[src/rtl/ira_pkg.sv]
// Shared types, codes and constants of the interrupt route allocator.
`default_nettype none
package ira_pkg;

    localparam int GSI_SLOTS_DEF  = 256;
    localparam int CTRL_SLOTS_DEF = 8;
    localparam int LEGACY_LINES   = 16;
    localparam int LEG_W          = $clog2(LEGACY_LINES);
    localparam int QUEUE_DEPTH    = 2;
    localparam int SCAN_W         = 32;

    localparam int S_TDATA_W = 56;
    localparam int M_TDATA_W = 72;
    localparam int TUSER_W   = 3;

    // override mode: polarity in bits 1:0, trigger in bits 3:2
    localparam logic [1:0] POL_ACT_LOW  = 2'b11;
    localparam logic [1:0] POL_ACT_HIGH = 2'b01;
    localparam logic [1:0] TRIG_EDGE    = 2'b01;
    localparam logic [1:0] TRIG_LEVEL   = 2'b11;

    localparam logic [9:0] REG_SEL_BASE = 10'h010;

    typedef enum logic [2:0] {
        ACT_ALLOC      = 3'd0,
        ACT_FREE       = 3'd1,
        ACT_ADD_OVR    = 3'd2,
        ACT_ADD_CTRL   = 3'd3,
        ACT_MAP_GSI    = 3'd4,
        ACT_MAP_LEGACY = 3'd5
    } t_action;

    typedef enum logic [2:0] {
        STS_OK      = 3'd0,
        STS_NO_FREE = 3'd1,
        STS_NO_CTRL = 3'd2,
        STS_FULL    = 3'd3,
        STS_BAD_SRC = 3'd4
    } t_status;

    // operation as classified by the front end
    typedef enum logic [2:0] {
        OP_NOP,
        OP_ALLOC,
        OP_FREE,
        OP_OVR,
        OP_BAD_SRC,
        OP_CTRL,
        OP_MAP_GSI,
        OP_MAP_LEGACY
    } t_op;

    typedef enum logic [2:0] {
        BK_IDLE,
        BK_SCAN,
        BK_LOOKUP,
        BK_MATCH,
        BK_PICK,
        BK_COMMIT
    } t_back_state;

    typedef struct packed {
        t_op        op;
        logic [7:0] gsi;
        logic [7:0] src;
        logic       legacy;   // src names a legacy line
        logic [3:0] flags;
        logic [7:0] base;
        logic [8:0] count;
        logic [7:0] lapic;
        logic       pol;
        logic       trig;
        logic [7:0] vector;
    } t_cmd;

    typedef struct packed {
        t_status     status;
        logic [7:0]  gsi_out;
        logic [2:0]  controller;
        logic [9:0]  reg_select;
        logic [15:0] entry_low;
        logic [31:0] entry_high;
    } t_result;

    // register select of a pin's low redirection word
    function automatic logic [9:0] reg_sel(input logic [7:0] pin);
        return REG_SEL_BASE + {1'b0, pin, 1'b0};
    endfunction

endpackage
`default_nettype wire

[src/rtl/ira_front.sv]
// Front end: unpacks input transactions and classifies them into commands.
`default_nettype none
module ira_front (
    input  wire logic                          i_clk,
    input  wire logic                          i_rst_n,
    input  wire logic                          i_s_tvalid,
    output logic                               o_s_tready,
    input  wire logic [ira_pkg::S_TDATA_W-1:0] i_s_tdata,
    input  wire logic [ira_pkg::TUSER_W-1:0]   i_s_tuser,
    input  wire logic                          i_q_full,
    output logic                               o_push,
    output ira_pkg::t_cmd                      o_cmd
);
    import ira_pkg::*;

    logic src_legacy;
    logic r_seen;   // a transaction was taken since reset

    assign src_legacy = i_s_tdata[15:8] < 8'(LEGACY_LINES);
    assign o_s_tready = !i_q_full;
    assign o_push     = i_s_tvalid && !i_q_full;

    always_comb begin
        o_cmd.gsi    = i_s_tdata[7:0];
        o_cmd.src    = i_s_tdata[15:8];
        o_cmd.legacy = src_legacy;
        o_cmd.flags  = i_s_tdata[19:16];
        o_cmd.base   = i_s_tdata[27:20];
        o_cmd.count  = i_s_tdata[36:28];
        o_cmd.lapic  = i_s_tdata[44:37];
        o_cmd.pol    = i_s_tdata[45];
        o_cmd.trig   = i_s_tdata[46];
        o_cmd.vector = i_s_tdata[54:47];
        case (t_action'(i_s_tuser))
            ACT_ALLOC:      o_cmd.op = OP_ALLOC;
            ACT_FREE:       o_cmd.op = OP_FREE;
            ACT_ADD_OVR:    o_cmd.op = src_legacy ? OP_OVR : OP_BAD_SRC;
            ACT_ADD_CTRL:   o_cmd.op = OP_CTRL;
            ACT_MAP_GSI:    o_cmd.op = OP_MAP_GSI;
            ACT_MAP_LEGACY: o_cmd.op = OP_MAP_LEGACY;
            default:        o_cmd.op = OP_NOP;
        endcase
    end

    always_ff @(posedge i_clk) begin
        if (!i_rst_n) begin
            r_seen <= 1'b0;
        end else if (o_push) begin
            r_seen <= 1'b1;
        end
    end

    // once traffic has started the queue must never be overrun
    a_no_overrun: assert property (@(posedge i_clk) disable iff (!i_rst_n)
        (r_seen && i_q_full) |-> !o_push)
        else $error("front pushed into a full queue");

    a_ready_tracks_queue: assert property (@(posedge i_clk) disable iff (!i_rst_n)
        o_s_tready != i_q_full)
        else $error("ready out of step with queue space");

    a_bad_src_class: assert property (@(posedge i_clk) disable iff (!i_rst_n)
        (o_push && o_cmd.op == OP_OVR) |-> o_cmd.legacy)
        else $error("override accepted for a non-legacy source");

endmodule
`default_nettype wire

[src/rtl/ira_queue.sv]
// Short command queue between front end and back end.
`default_nettype none
module ira_queue (
    input  wire logic          i_clk,
    input  wire logic          i_rst_n,
    input  wire logic          i_push,
    input  wire ira_pkg::t_cmd i_cmd,
    input  wire logic          i_pop,
    output logic               o_full,
    output logic               o_empty,
    output ira_pkg::t_cmd      o_head
);
    import ira_pkg::*;

    localparam int PTR_W = (QUEUE_DEPTH > 1) ? $clog2(QUEUE_DEPTH) : 1;
    localparam int CNT_W = $clog2(QUEUE_DEPTH + 1);

    t_cmd             r_mem [QUEUE_DEPTH];
    logic [PTR_W-1:0] r_wr;
    logic [PTR_W-1:0] r_rd;
    logic [CNT_W-1:0] r_cnt;

    assign o_full  = r_cnt == CNT_W'(QUEUE_DEPTH);
    assign o_empty = r_cnt == '0;
    assign o_head  = r_mem[r_rd];

    always_ff @(posedge i_clk) begin
        if (i_push) begin
            r_mem[r_wr] <= i_cmd;
        end
    end

    always_ff @(posedge i_clk) begin
        if (!i_rst_n) begin
            r_wr  <= '0;
            r_rd  <= '0;
            r_cnt <= '0;
        end else begin
            if (i_push) begin
                r_wr <= (r_wr == PTR_W'(QUEUE_DEPTH - 1)) ? '0 : r_wr + 1'b1;
            end
            if (i_pop) begin
                r_rd <= (r_rd == PTR_W'(QUEUE_DEPTH - 1)) ? '0 : r_rd + 1'b1;
            end
            case ({i_push, i_pop})
                2'b10:   r_cnt <= r_cnt + 1'b1;
                2'b01:   r_cnt <= r_cnt - 1'b1;
                default: r_cnt <= r_cnt;
            endcase
        end
    end

endmodule
`default_nettype wire

[src/rtl/ira_back.sv]
// Back end: bitmap search, override table, controller match and result register.
`default_nettype none
module ira_back #(
    parameter int GSI_SLOTS  = ira_pkg::GSI_SLOTS_DEF,
    parameter int CTRL_SLOTS = ira_pkg::CTRL_SLOTS_DEF
) (
    input  wire logic          i_clk,
    input  wire logic          i_rst_n,
    input  wire logic          i_q_empty,
    input  wire ira_pkg::t_cmd i_q_head,
    output logic               o_pop,
    output logic               o_m_tvalid,
    input  wire logic          i_m_tready,
    output ira_pkg::t_result   o_res
);
    import ira_pkg::*;

    localparam int GSI_W   = $clog2(GSI_SLOTS);
    localparam int NCHUNK  = (GSI_SLOTS + SCAN_W - 1) / SCAN_W;
    localparam int CHK_W   = (NCHUNK > 1) ? $clog2(NCHUNK) : 1;
    localparam int PAD_W   = NCHUNK * SCAN_W;
    localparam int SCAN_LG = $clog2(SCAN_W);
    localparam int CIDX_W  = (CTRL_SLOTS > 1) ? $clog2(CTRL_SLOTS) : 1;
    localparam int TOT_W   = $clog2(CTRL_SLOTS + 1);

    t_back_state r_state, n_state;

    // stored state
    logic [GSI_SLOTS-1:0] r_used;
    logic [7:0]           r_dest [LEGACY_LINES];
    logic [3:0]           r_mode [LEGACY_LINES];
    logic [7:0]           r_base [CTRL_SLOTS];
    logic [8:0]           r_pins [CTRL_SLOTS];
    logic [TOT_W-1:0]     r_total;

    // working registers
    t_cmd                 r_cmd, n_cmd;
    logic [7:0]           r_gsi, n_gsi;
    logic                 r_pol, n_pol;
    logic                 r_trig, n_trig;
    logic                 r_found, n_found;
    logic [CHK_W-1:0]     r_chunk, n_chunk;
    logic [CTRL_SLOTS-1:0] r_hit, n_hit;
    logic [CIDX_W-1:0]    r_cidx, n_cidx;
    logic [9:0]           r_rsel, n_rsel;
    logic                 r_m_valid, n_m_valid;
    t_result              r_res, n_res;

    // write strobes
    logic                 used_we;
    logic                 used_val;
    logic [GSI_W-1:0]     used_idx;
    logic                 ovr_we;
    logic                 ctrl_we;

    // combinational helpers
    logic [PAD_W-1:0]     padded;
    logic [SCAN_W-1:0]    chunk;
    logic                 scan_hit;
    logic [SCAN_LG-1:0]   scan_pos;
    logic [CTRL_SLOTS-1:0] hit;
    logic [CIDX_W-1:0]    pick;
    logic                 out_free;
    logic [LEG_W-1:0]     leg_idx;
    logic [3:0]           leg_mode;

    assign out_free     = !r_m_valid || i_m_tready;
    assign leg_idx      = r_cmd.src[LEG_W-1:0];
    assign leg_mode     = r_mode[leg_idx];
    assign o_m_tvalid   = r_m_valid;
    assign o_res        = r_res;

    // bitmap padded with busy slots up to whole scan words
    always_comb begin
        padded                = '1;
        padded[GSI_SLOTS-1:0] = r_used;
        chunk                 = padded[r_chunk * SCAN_W +: SCAN_W];
        scan_hit              = 1'b0;
        scan_pos              = '0;
        for (int j = SCAN_W - 1; j >= 0; j--) begin
            if (!chunk[j]) begin
                scan_hit = 1'b1;
                scan_pos = SCAN_LG'(j);
            end
        end
    end

    // range compare against every live controller, then first match
    always_comb begin
        for (int i = 0; i < CTRL_SLOTS; i++) begin
            hit[i] = (TOT_W'(i) < r_total)
                  && (r_gsi >= r_base[i])
                  && ({2'b0, r_gsi} < ({2'b0, r_base[i]} + {1'b0, r_pins[i]}));
        end
        pick = '0;
        for (int i = CTRL_SLOTS - 1; i >= 0; i--) begin
            if (r_hit[i]) begin
                pick = CIDX_W'(i);
            end
        end
    end

    always_comb begin
        n_state   = r_state;
        n_cmd     = r_cmd;
        n_gsi     = r_gsi;
        n_pol     = r_pol;
        n_trig    = r_trig;
        n_found   = r_found;
        n_chunk   = r_chunk;
        n_hit     = r_hit;
        n_cidx    = r_cidx;
        n_rsel    = r_rsel;
        n_m_valid = r_m_valid && !i_m_tready;
        n_res     = r_res;
        o_pop     = 1'b0;
        used_we   = 1'b0;
        used_val  = 1'b0;
        used_idx  = r_gsi[GSI_W-1:0];
        ovr_we    = 1'b0;
        ctrl_we   = 1'b0;

        case (r_state)
            BK_IDLE: begin
                if (!i_q_empty) begin
                    o_pop   = 1'b1;
                    n_cmd   = i_q_head;
                    n_chunk = '0;
                    case (i_q_head.op)
                        OP_ALLOC:      n_state = BK_SCAN;
                        OP_MAP_GSI:    n_state = BK_LOOKUP;
                        OP_MAP_LEGACY: n_state = BK_LOOKUP;
                        default:       n_state = BK_COMMIT;
                    endcase
                end
            end
            BK_SCAN: begin
                if (scan_hit) begin
                    n_found = 1'b1;
                    n_gsi   = 8'({r_chunk, scan_pos});
                    n_state = BK_COMMIT;
                end else if (r_chunk == CHK_W'(NCHUNK - 1)) begin
                    n_found = 1'b0;
                    n_state = BK_COMMIT;
                end else begin
                    n_chunk = r_chunk + 1'b1;
                end
            end
            BK_LOOKUP: begin
                n_pol  = r_cmd.pol;
                n_trig = r_cmd.trig;
                n_gsi  = (r_cmd.op == OP_MAP_GSI) ? r_cmd.gsi : r_cmd.src;
                if (r_cmd.op == OP_MAP_LEGACY && r_cmd.legacy) begin
                    n_gsi = r_dest[leg_idx];
                    if (leg_mode[1:0] == POL_ACT_LOW) begin
                        n_pol = 1'b1;
                    end else if (leg_mode[1:0] == POL_ACT_HIGH) begin
                        n_pol = 1'b0;
                    end
                    if (leg_mode[3:2] == TRIG_EDGE) begin
                        n_trig = 1'b0;
                    end else if (leg_mode[3:2] == TRIG_LEVEL) begin
                        n_trig = 1'b1;
                    end
                end
                n_state = BK_MATCH;
            end
            BK_MATCH: begin
                n_hit   = hit;
                n_state = BK_PICK;
            end
            BK_PICK: begin
                n_found = |r_hit;
                n_cidx  = pick;
                n_rsel  = reg_sel(r_gsi - r_base[pick]);
                n_state = BK_COMMIT;
            end
            BK_COMMIT: begin
                if (out_free) begin
                    n_m_valid = 1'b1;
                    n_state   = BK_IDLE;
                    n_res     = '0;
                    case (r_cmd.op)
                        OP_ALLOC: begin
                            if (r_found) begin
                                n_res.gsi_out = r_gsi;
                                used_we       = 1'b1;
                                used_val      = 1'b1;
                            end else begin
                                n_res.status = STS_NO_FREE;
                            end
                        end
                        OP_FREE: begin
                            n_res.gsi_out = r_cmd.gsi;
                            used_idx      = r_cmd.gsi[GSI_W-1:0];
                            used_we       = {1'b0, r_cmd.gsi} < 9'(GSI_SLOTS);
                        end
                        OP_OVR: begin
                            n_res.gsi_out = r_cmd.gsi;
                            ovr_we        = 1'b1;
                            used_idx      = r_cmd.gsi[GSI_W-1:0];
                            used_val      = 1'b1;
                            used_we       = {1'b0, r_cmd.gsi} < 9'(GSI_SLOTS);
                        end
                        OP_BAD_SRC: begin
                            n_res.status = STS_BAD_SRC;
                        end
                        OP_CTRL: begin
                            if (r_total >= TOT_W'(CTRL_SLOTS)) begin
                                n_res.status = STS_FULL;
                            end else begin
                                n_res.controller = 3'(r_total);
                                ctrl_we          = 1'b1;
                            end
                        end
                        OP_MAP_GSI, OP_MAP_LEGACY: begin
                            n_res.gsi_out = r_gsi;
                            if (r_found) begin
                                n_res.controller = 3'(r_cidx);
                                n_res.reg_select = r_rsel;
                                n_res.entry_low  = {r_trig, 1'b0, r_pol, 5'b0, r_cmd.vector};
                                n_res.entry_high = {r_cmd.lapic, 24'b0};
                            end else begin
                                n_res.status = STS_NO_CTRL;
                            end
                        end
                        default: begin
                            n_res = '0;
                        end
                    endcase
                end
            end
            default: begin
                n_state = BK_IDLE;
            end
        endcase
    end

    always_ff @(posedge i_clk) begin
        if (!i_rst_n) begin
            r_state <= BK_IDLE;
        end else begin
            r_state <= n_state;
        end
    end

    always_ff @(posedge i_clk) begin
        if (!i_rst_n) begin
            r_m_valid <= 1'b0;
            r_used    <= '0;
            r_total   <= '0;
            for (int i = 0; i < LEGACY_LINES; i++) begin
                r_dest[i] <= 8'(i);
                r_mode[i] <= '0;
            end
        end else begin
            r_m_valid <= n_m_valid;
            if (used_we) begin
                r_used[used_idx] <= used_val;
            end
            if (ovr_we) begin
                r_dest[leg_idx] <= r_cmd.gsi;
                r_mode[leg_idx] <= r_cmd.flags;
            end
            if (ctrl_we) begin
                r_total <= r_total + 1'b1;
            end
        end
    end

    // controller slots are read only below r_total, so no reset is needed
    always_ff @(posedge i_clk) begin
        if (ctrl_we) begin
            r_base[r_total[CIDX_W-1:0]] <= r_cmd.base;
            r_pins[r_total[CIDX_W-1:0]] <= r_cmd.count;
        end
    end

    always_ff @(posedge i_clk) begin
        r_cmd   <= n_cmd;
        r_gsi   <= n_gsi;
        r_pol   <= n_pol;
        r_trig  <= n_trig;
        r_found <= n_found;
        r_chunk <= n_chunk;
        r_hit   <= n_hit;
        r_cidx  <= n_cidx;
        r_rsel  <= n_rsel;
        r_res   <= n_res;
    end

    a_total_bound: assert property (@(posedge i_clk) disable iff (!i_rst_n)
        r_total <= TOT_W'(CTRL_SLOTS))
        else $error("controller count past table size");

    a_alloc_free_slot: assert property (@(posedge i_clk) disable iff (!i_rst_n)
        (r_state == BK_COMMIT && r_cmd.op == OP_ALLOC && r_found)
            |-> !r_used[r_gsi[GSI_W-1:0]])
        else $error("allocation picked a busy GSI");

    a_map_live_ctrl: assert property (@(posedge i_clk) disable iff (!i_rst_n)
        (r_state == BK_COMMIT && r_found
            && (r_cmd.op == OP_MAP_GSI || r_cmd.op == OP_MAP_LEGACY))
            |-> (TOT_W'(r_cidx) < r_total))
        else $error("mapping hit an unwritten controller slot");

    a_commit_waits: assert property (@(posedge i_clk) disable iff (!i_rst_n)
        (r_state == BK_COMMIT && r_m_valid && !i_m_tready) |=> (r_state == BK_COMMIT))
        else $error("result overwritten while stalled");

endmodule
`default_nettype wire

[src/rtl/interrupt_route_allocator.sv]
// Top level of the interrupt route allocator: front end, command queue, back end.
//
//  channel  dir  handshake              payload
//  s_       in   i_s_tvalid/o_s_tready  tdata 56 bits, tuser = action
//  m_       out  o_m_tvalid/i_m_tready  tdata 72 bits, tuser = status
//
// Steps per transaction in the back end, from queue head to result register:
//   free, add override, add controller, bad source, unknown action: commit
//   allocate: 32-bit-per-cycle bitmap scan, then commit
//   map gsi, map legacy: override lookup, range compare, pick, commit
// Reset (i_rst_n low, synchronous) clears the bitmap, restores the identity
// override table and empties the controller table.
// Input is taken while the two-entry queue has room; a stalled result holds
// the back end in its commit step, and the front end keeps accepting until
// the queue fills.
`default_nettype none
module interrupt_route_allocator #(
    parameter int GSI_SLOTS  = ira_pkg::GSI_SLOTS_DEF,
    parameter int CTRL_SLOTS = ira_pkg::CTRL_SLOTS_DEF
) (
    input  wire logic                          i_clk,
    input  wire logic                          i_rst_n,
    input  wire logic                          i_s_tvalid,
    output logic                               o_s_tready,
    // gsi[7:0] source_irq[15:8] override_flags[19:16] range_base[27:20]
    // range_count[36:28] dest_id[44:37] act_low[45] level_trigger[46]
    // vector[54:47], zero fill above
    input  wire logic [ira_pkg::S_TDATA_W-1:0] i_s_tdata,
    // action[2:0]
    input  wire logic [ira_pkg::TUSER_W-1:0]   i_s_tuser,
    output logic                               o_m_tvalid,
    input  wire logic                          i_m_tready,
    // gsi_out[7:0] controller[10:8] reg_select[20:11] entry_low[36:21]
    // entry_high[68:37], zero fill above
    output logic [ira_pkg::M_TDATA_W-1:0]      o_m_tdata,
    // status[2:0]
    output logic [ira_pkg::TUSER_W-1:0]        o_m_tuser
);
    import ira_pkg::*;

    logic    q_full;
    logic    q_empty;
    logic    q_push;
    logic    q_pop;
    t_cmd    front_cmd;
    t_cmd    head_cmd;
    t_result res;

    ira_front u_front (
        .i_clk      (i_clk),
        .i_rst_n    (i_rst_n),
        .i_s_tvalid (i_s_tvalid),
        .o_s_tready (o_s_tready),
        .i_s_tdata  (i_s_tdata),
        .i_s_tuser  (i_s_tuser),
        .i_q_full   (q_full),
        .o_push     (q_push),
        .o_cmd      (front_cmd)
    );

    ira_queue u_queue (
        .i_clk   (i_clk),
        .i_rst_n (i_rst_n),
        .i_push  (q_push),
        .i_cmd   (front_cmd),
        .i_pop   (q_pop),
        .o_full  (q_full),
        .o_empty (q_empty),
        .o_head  (head_cmd)
    );

    ira_back #(
        .GSI_SLOTS  (GSI_SLOTS),
        .CTRL_SLOTS (CTRL_SLOTS)
    ) u_back (
        .i_clk      (i_clk),
        .i_rst_n    (i_rst_n),
        .i_q_empty  (q_empty),
        .i_q_head   (head_cmd),
        .o_pop      (q_pop),
        .o_m_tvalid (o_m_tvalid),
        .i_m_tready (i_m_tready),
        .o_res      (res)
    );

    // result fields packed from the lowest bit up
    assign o_m_tdata = {3'b0, res.entry_high, res.entry_low, res.reg_select,
                        res.controller, res.gsi_out};
    assign o_m_tuser = res.status;

endmodule
`default_nettype wire

[config.mk]
export PLATFORM = sky130hd
export DESIGN_NAME = interrupt_route_allocator
export DESIGN_NICKNAME = d
export VERILOG_FILES = /design/src/rtl/ira_pkg.sv /design/src/rtl/ira_front.sv /design/src/rtl/ira_queue.sv /design/src/rtl/ira_back.sv /design/src/rtl/interrupt_route_allocator.sv
export SDC_FILE = /design/constraint.sdc
export NUM_CORES = 2
export LEC_CHECK = 0
export BUFFER_PORTS_ARGS = -buffer_cell sky130_fd_sc_hd__buf_4
export CORE_MARGIN = 2
export CORE_UTILIZATION = 63
export DETAILED_ROUTE_END_ITERATION = 8
export HOLD_SLACK_MARGIN = 0.15
export PLACE_DENSITY_LB_ADDON = 0.1
export SLEW_MARGIN = 20
export SYNTH_ARGS = -nofsm -noshare
export SYNTH_HDL_FRONTEND = slang
export SYNTH_HIERARCHICAL = 1
export SYNTH_SLANG_ARGS = --single-unit
[constraint.sdc]
create_clock -name i_clk -period 16.4 [get_ports i_clk]
set_input_delay 0.82 -clock i_clk [delete_from_list [all_inputs] [get_ports i_clk]]
set_output_delay 0.82 -clock i_clk [all_outputs]
set_load 0.1 [all_outputs]
==> Word-level counts from Yosys, hierarchy flattened <==
Memory sizes are Yosys's and may differ from the RTL's. A register that Yosys moved wholly into a read port is not among the register bits.
Cells that the tools add are included.
{ "classes": {"n_eq_ne": 34, "n_shift": 1, "mux": 151, "mul": 0, "n_bitwise": 1, "div": 0, "order_cmp": 28, "addsub": 16, "reduce_logical": 44} }
{ "ops": {"columns": ["op", "n"], "rows": [
  ["bitwise mux 256 bit", 1],
  ["variable part select 256 x 9 -> 32 bit", 1],
  ["two-way mux 5 bit", 32],
  ["adder 8 x 9 -> 10 bit", 8],
  ["less-than comparator 8 x 10 -> 1 bit", 8],
  ["two-way mux 1 bit", 72],
  ["greater-or-equal comparator 8 bit", 8],
  ["two-way mux 8 bit", 8],
  ["two-way mux 61 bit", 1],
  ["two-way mux 3 bit", 17],
  ["one-hot mux 3 bit (6 select lines)", 2],
  ["== test 3 bit (second input constant)", 11],
  ["one-hot mux 8 bit (3 select lines)", 1],
  ["logical AND 1 bit", 20],
  ["two-way mux 4 bit", 5],
  ["== test 3 x 2 -> 1 bit (second input constant)", 6],
  ["one-hot mux 3 bit (2 select lines)", 3],
  ["less-than comparator 3 x 4 -> 1 bit (first input constant)", 4],
  ["one-hot mux 8 bit (2 select lines)", 1],
  ["OR reduction 8 bit", 2],
  ["== test 3 x 1 -> 1 bit (second input constant)", 4],
  ["one-hot mux 3 bit (4 select lines)", 1],
  ["adder 5 x 9 -> 10 bit (first input constant)", 1],
  ["AND reduction 2 bit", 5],
  ["31 further kinds", 53]
]} }
{ "word_totals": {"ramBits": 446, "reg_bits": 434, "inputBits": 63, "elab_cells": 314, "mem_count": 5, "output_inout_bits": 77, "mem_bits_ro": 0, "latch_bits": 0} }
{ "memory_table": {"columns": ["memory", "depth", "width", "read_ports", "rd_clocked_by_memory_dff", "wr", "line_no", "text"], "rows": [
  ["u_back.r_dest", 16, 8, 1, 1, 16, "ira_back.sv:30", "logic [7:0] r_dest [LEGACY_LINES];"],
  ["u_queue.r_mem", 2, 59, 1, 1, 1, "ira_queue.sv:18", "t_cmd r_mem [QUEUE_DEPTH];"],
  ["u_back.r_pins", 8, 9, 8, 0, 1, "ira_back.sv:33", "logic [8:0] r_pins [CTRL_SLOTS];"],
  ["u_back.r_base", 8, 8, 9, 0, 1, "ira_back.sv:32", "logic [7:0] r_base [CTRL_SLOTS];"],
  ["u_back.r_mode", 16, 4, 1, 1, 16, "ira_back.sv:31", "logic [3:0] r_mode [LEGACY_LINES];"]
]} }

==> Logic depth before layout (Yosys ltp) <==
{ "logic_depth": {"ltp_word": 35, "ltp_mapped": 18, "mapped_depth_nobuf": 17} }

==> By module <==
The synthesis kept the hierarchy.
{ "modules_own_cells": {"columns": ["module", "area_per_inst_um2", "n_inst", "cells_each", "seq_area_each_um2"], "rows": [
  ["ira_back", 37781.2, 1, 3515, 19238.5],
  ["ira_queue", 4471.8, 1, 206, 3643.5],
  ["ira_front", 505.5, 1, 68, 0.0],
  ["interrupt_route_allocator", 26.3, 1, 4, 0.0]
]} }

==> Worst setup path before layout <==
No wires, ideal clock.
{ "synth_timing": {"path_kind": "register to register", "from": "register u_back.r_state[2]", "to": "register u_queue.r_cnt[1]", "slack_ns": 7.989, "t_arrival_ns": 8.341, "setup_time_ns": 0.070, "n_path_buf": 1, "path_stages_with_launch": 6, "t_required_ns": 16.330, "period_less_slack_ns": 8.411, "path_cell_list": "dfxtp_1 -> buf_2 -> nor4_1 -> ha_1 -> or3_1 -> a21boi_1"} }
{ "synth_between": {"elab_chain_len": 4, "word_cells_on_any_way": 6, "classes_between": "eq/ne (2); mux (2); reduce/logical (2)"} }
{ "synth_rtl": {"columns": ["element", "line_no", "text"], "rows": [
  ["from (decl)", "ira_back.sv:26", "t_back_state r_state, n_state;"],
  ["from (signal assigned)", "ira_back.sv:243", "r_state <= n_state;"],
  ["logical NOT 3 bit (*)", "ira_back.sv:123", "case (r_state)"],
  ["two-way mux 1 bit (*)", "ira_back.sv:123", null],
  ["named net q_pop", "interrupt_route_allocator.sv:44", "logic q_pop;"],
  ["== test 2 x 1 -> 1 bit / == test 2 bit (equally long branches)", "ira_queue.sv:45", "case ({i_push, i_pop})"],
  ["one-hot mux 2 bit (2 select lines) / nonzero test 2 bit (equally long branches)", null, null],
  ["to (signal assigned)", "ira_queue.sv:46", "2'b10: r_cnt <= r_cnt + 1'b1;"],
  ["to (signal assigned)", "ira_queue.sv:47", "2'b01: r_cnt <= r_cnt - 1'b1;"],
  ["to (signal assigned)", "ira_queue.sv:48", "default: r_cnt <= r_cnt;"],
  ["to (decl)", "ira_queue.sv:21", "logic [CNT_W-1:0] r_cnt;"]
]} }
Mark *: on every way through the listed nets, which the timed path passes. The rest lies on a longest branch.
A chain may end at the register's enable or synchronous reset.

==> Final worst setup path <==
{ "layout_timing": {"from": "register u_back.r_chunk[1]", "to": "register u_back.r_chunk[0], enable pin"} }
{ "layout_between": {"elab_chain_len": 35, "word_cells_on_any_way": 37, "classes_between": "eq/ne (3); shift (1); mux (32); reduce/logical (1)"} }
{ "layout_rtl": {"columns": ["element", "line_no", "text"], "rows": [
  ["from (decl)", "ira_back.sv:42", "logic [CHK_W-1:0] r_chunk, n_chunk;"],
  ["from (signal assigned)", "ira_back.sv:285", "r_chunk <= n_chunk;"],
  ["variable part select 256 x 9 -> 32 bit", "ira_back.sv:77", "chunk = padded[r_chunk * SCAN_W +: SCAN_W];"],
  ["two-way mux 1 bit (32 in a row)", "ira_back.sv:81", "if (!chunk[j]) begin"],
  ["!= test 2 bit (no source line)", null, null],
  ["AND reduction 4 bit (no source line) (*)", null, null]
]} }
Every way passes the cells marked *; elsewhere a longest branch is shown, timed or not.

==> flow_metrics.py <==
metrics = {
    "timing": {
        "finalCriticalPeriod_ns": 4.80,
        "skew_ns": 0.0268,
        "tightest_slew_ns": 1.04,
        "setup_slack_ns": 11.60,
        "setup_viol": 0,
        "maxSlewHeadroom": 0.309,
        "period_share": 0.292,
        "max_freq_ghz": 0.209,
        "hold_viol_final": 0,
        "tns_ns": 0,
        "hold_ws_ns": 0.354,
        "maxSlewViolCount": 0,
        "rsz0062_at_grt": "no",
    },
    "clocking": {
        "cts.path.max_buffers": 3,
        "cts_resized": 0,
        "cts.clk_slew.worst_paths_ns": 0.06,
        "cts_tree": "built",
        "cts_sinks": 853,
        "clk_latency_ns": 0.65,
        "cts_buffers": 87,
        "ctsHoldBuffers": 0,
        "htree_levels": 3,
        "ctsRootBufferMaster": "clkbuf_16",
        "post_cts_buffers": 0,
    },
    "worst_setup_path": {
        "cp_top_family": "simple AND/OR/NAND/NOR gates",
        "path_class": "register to register",
        "crit_chain": "buf_4 -> buf_4 -> mux4_2 -> nand3_1 -> a22oi_1 -> o211ai_1 -> nor4_1 -> and4_1 -> and2b_1 -> a21o_1",
        "r2r_end": "u_back/r_chunk[0]",
        "start_kind": "register",
        "slowest_delay_ns": 0.78,
        "crit_required_ns": 16.75,
        "critPathArrivalTime_ns": 5.14,
        "rr_startpoint": "u_back/r_chunk[1]",
        "rr_worst_depth": 10,
        "worstSetupEndpointType": "register",
        "slowest_stage": "nor4_1",
        "cpMostUsedCell": "buf_4",
        "crit_buf_inv": 2,
        "regToRegSetupSlack_ns": 11.60,
        "worstPathMaxFanout": 53,
    },
    "power_and_ir_drop": {
        "p_clk_frac": 0.311,
        "leakage_nw": 16.1,
        "p_int_mw": 4.23,
        "p_switching_mw": 2.14,
        "vdd_drop_max_uv": 192,
        "comb_power_share": 0.257,
        "seqPwrFrac": 0.432,
        "sw_frac_of_total": 0.335,
        "powerDensity_mw_per_mm2": 137,
        "fin_total_pwr_mw": 6.37,
    },
    "route": {
        "dr.pass1.iters": 6,
        "drc": 0,
        "drtIter0Drc": 3491,
        "vias": 30557,
        "ant_nets": 0,
        "wl_per_cell_um": 23.8,
        "finalWirelength_um": 112000,
        "vias_per_cell": 6.50,
    },
    "grt": {
        "grt_antenna_before_repair": 2,
        "grt_pass1_vias": 30199,
        "grt_pass1_wl_um": 170000,
        "track_usage": 0.318,
        "grt_start_max_net_pins": 113,
        "grt-ovfl-total": 0,
    },
    "yosys": {
        "yosysSeqAreaShare": 0.535,
        "synth-seq-cells": 853,
        "async_flop_share": 0,
        "synthCells": 3793,
        "synth_edf_count": 580,
        "avgSynthCellArea_sq_um": 11.3,
        "synth_flop_cell": "edfxtp_1",
        "syn-cell-area_sq_mm": 0.0428,
        "ys.warnings.count": 6,
        "ys_types": 80,
    },
    "final_layout": {
        "layout.nets": 4027,
        "drive_above_1_share": 0.151,
        "finish.utilization": 0.693,
        "syn_to_final_growth_pct": 8.75,
        "num-fill-cells": 4772,
    },
    "place": {
        "dp_hpwl_um": 72800,
        "gp_congestion": 0.922,
        "pre_cts_ws_ns": 11.62,
        "io_buffers": 104,
    },
    "status": {
        "status": "finished, final reports clean",
    },
    "hold_path": {
        "min_from": "i_s_tdata[20]",
        "holdPathStages": 1,
        "hold-path-endpoint": "u_queue/r_mem[0][27]",
        "hold_class": "input port to register",
    },
    "die": {
        "fp.dieH_um": 265,
        "io_pins": 140,
        "start_util": 0.637,
        "core_region_area_sq_mm": 0.0672,
        "rows": 95,
        "dieArea_sq_mm": 0.0700,
        "fp.dieW_um": 265,
    },
    "job": {
        "drv_cap": 0,
    },
}
[worst register-to-register path: cells and delay by family (launching register included)]
family | cells | cell delay (ns)
AOI/OAI and AO/OA | 3 | 0.88
buffers and inverters | 2 | 1.27
DFF | 1 | 0.33
muxes | 1 | 0.44
and+or+nand+nor | 4 | 1.59
[cells by family (layout without fill, tap and decap cells)]
kind of cell    count (synthesis)  count (layout)  share of synthesized area
mux                           269             269                      0.101
simple gates                 1317            1317                      0.147
xor+xnor                       61              61                     0.0125
other cells                     2              35                   0.000176
flops                         853             853                      0.535
compound gates                631             631                     0.0894
buf+inv                       454             457                     0.0533
fa+ha+maj                     206             206                     0.0618
[power by group through the flow]
stage / Combinational (mW) / Sequential, mW / Clock, mW
floorplan: 1.07 / 2.81 / 0
global placement: 1.58 / 2.78 / 0
detailed placement: 1.61 / 2.79 / 0
CTS: 1.62 / 2.75 / 2.01
global route: 1.74 / 2.76 / 2.09
finish: 1.64 / 2.75 / 1.98
[layout by cell type (no fill, tap or decap), types with 34 or more instances in the layout]
cell,n
a21o_1,36
a21oi_1,245
a31oi_1,97
and2_1,107
buf_4,185
clkbuf_16,87
conb_1,34
dfxtp_1,271
edfxtp_1,580
ha_1,197
inv_1,99
mux2_2,77
mux2i_1,70
mux4_2,121
nand2_1,372
nand2b_1,38
nand3_1,168
nor2_1,199
nor3_1,284
nor4_1,37
o21ai_0,90
xnor2_1,34
[cell usage after synthesis (9+ instances only)]
cell / n / area share
a211oi_1: 15 / 0.0026
a21boi_0: 11 / 0.0019
a21o_1: 36 / 0.0063
a21oi_1: 245 / 0.029
a22o_1: 12 / 0.0025
a31oi_1: 97 / 0.014
and2_1: 108 / 0.016
buf_2: 115 / 0.013
buf_4: 101 / 0.018
clkbuf_1: 113 / 0.0099
clkinv_1: 10 / 0.00088
dfxtp_1: 273 / 0.13
edfxtp_1: 580 / 0.41
fa_1: 9 / 0.0042
ha_1: 197 / 0.058
inv_1: 99 / 0.0087
mux2_2: 77 / 0.020
mux2i_1: 70 / 0.016
mux4_2: 121 / 0.064
nand2_1: 373 / 0.033
nand2_2: 16 / 0.0023
nand2b_1: 38 / 0.0056
nand3_1: 168 / 0.020
nor2_1: 209 / 0.018
nor2b_1: 23 / 0.0034
nor3_1: 286 / 0.033
nor4_1: 38 / 0.0056
o211ai_1: 14 / 0.0025
o21a_1: 27 / 0.0047
o21ai_0: 92 / 0.011
o21ai_1: 19 / 0.0022
o21bai_1: 9 / 0.0016
or3_1: 9 / 0.0013
xnor2_1: 34 / 0.0070
xor2_1: 27 / 0.0055
[flip-flops by register name, summed over array words and instances (netlist names), 41 cells and up, named ones only]
register / flops
u_back/r_base: 64
u_back/r_cmd: 55
u_back/padded: 256
u_back/r_mode: 64
u_back/r_dest: 128
u_back/o_res: 41
u_queue/r_mem: 118
u_back/r_pins: 72
[worst max-delay path by stage]
stage / cells past startpoint / start / slack (ns) / end
6_report: 10 / u_back/r_chunk[1] / 11.60 / u_back/r_chunk[0]
5_1_grt: 10 / u_back/r_chunk[0] / 11.48 / u_back/r_chunk[1]
4_1_cts: 9 / u_back/r_chunk[1] / 11.66 / u_back/r_gsi[6]
3_5_place_dp: 10 / i_m_tready / 11.62 / u_back/padded[184]
2_1_floorplan: 5 / u_back/r_state[2] / 7.99 / u_queue/r_cnt[1]
3_3_place_gp: 9 / u_back/r_chunk[1] / 11.75 / u_back/r_gsi[0]
[layout make-up]
type	instances	area [sq um]	area share
multi-input cells	2518	17900	0.384
flip-flops and latches	853	22900	0.492
clock buffers	118	2410	0.0517
clock inverters	41	444	0.00955
well taps	873	1090	0.0235
diodes	1	2.50	0.0000538
repair buffers	186	1400	0.0301
inverters	112	425	0.00914
[metal layers]
metal | global-route usage | part of all wire | vias to the layer above | wire length [um]
met2 | 0.538 | 0.49 | 1494 | 55100
met1 | 0.411 | 0.39 | 15013 | 43300
li1 | - | - | 13757 | -
met3 | 0.0435 | 0.082 | 293 | 9120
met5 | 0 | 0 | - | 0
met4 | 0.140 | 0.039 | 0 | 4370
[per-stage QoR]
step / area, sq um / std cells
after floorplan: 42900 / 3825
after global placement: 43700 / 4542
after detailed placement: 43700 / 4542
after CTS: 46500 / 4701
after global routing: 46500 / 4702
final: 46500 / 4702
No activity file was read; power rests on OpenSTA's default activity.
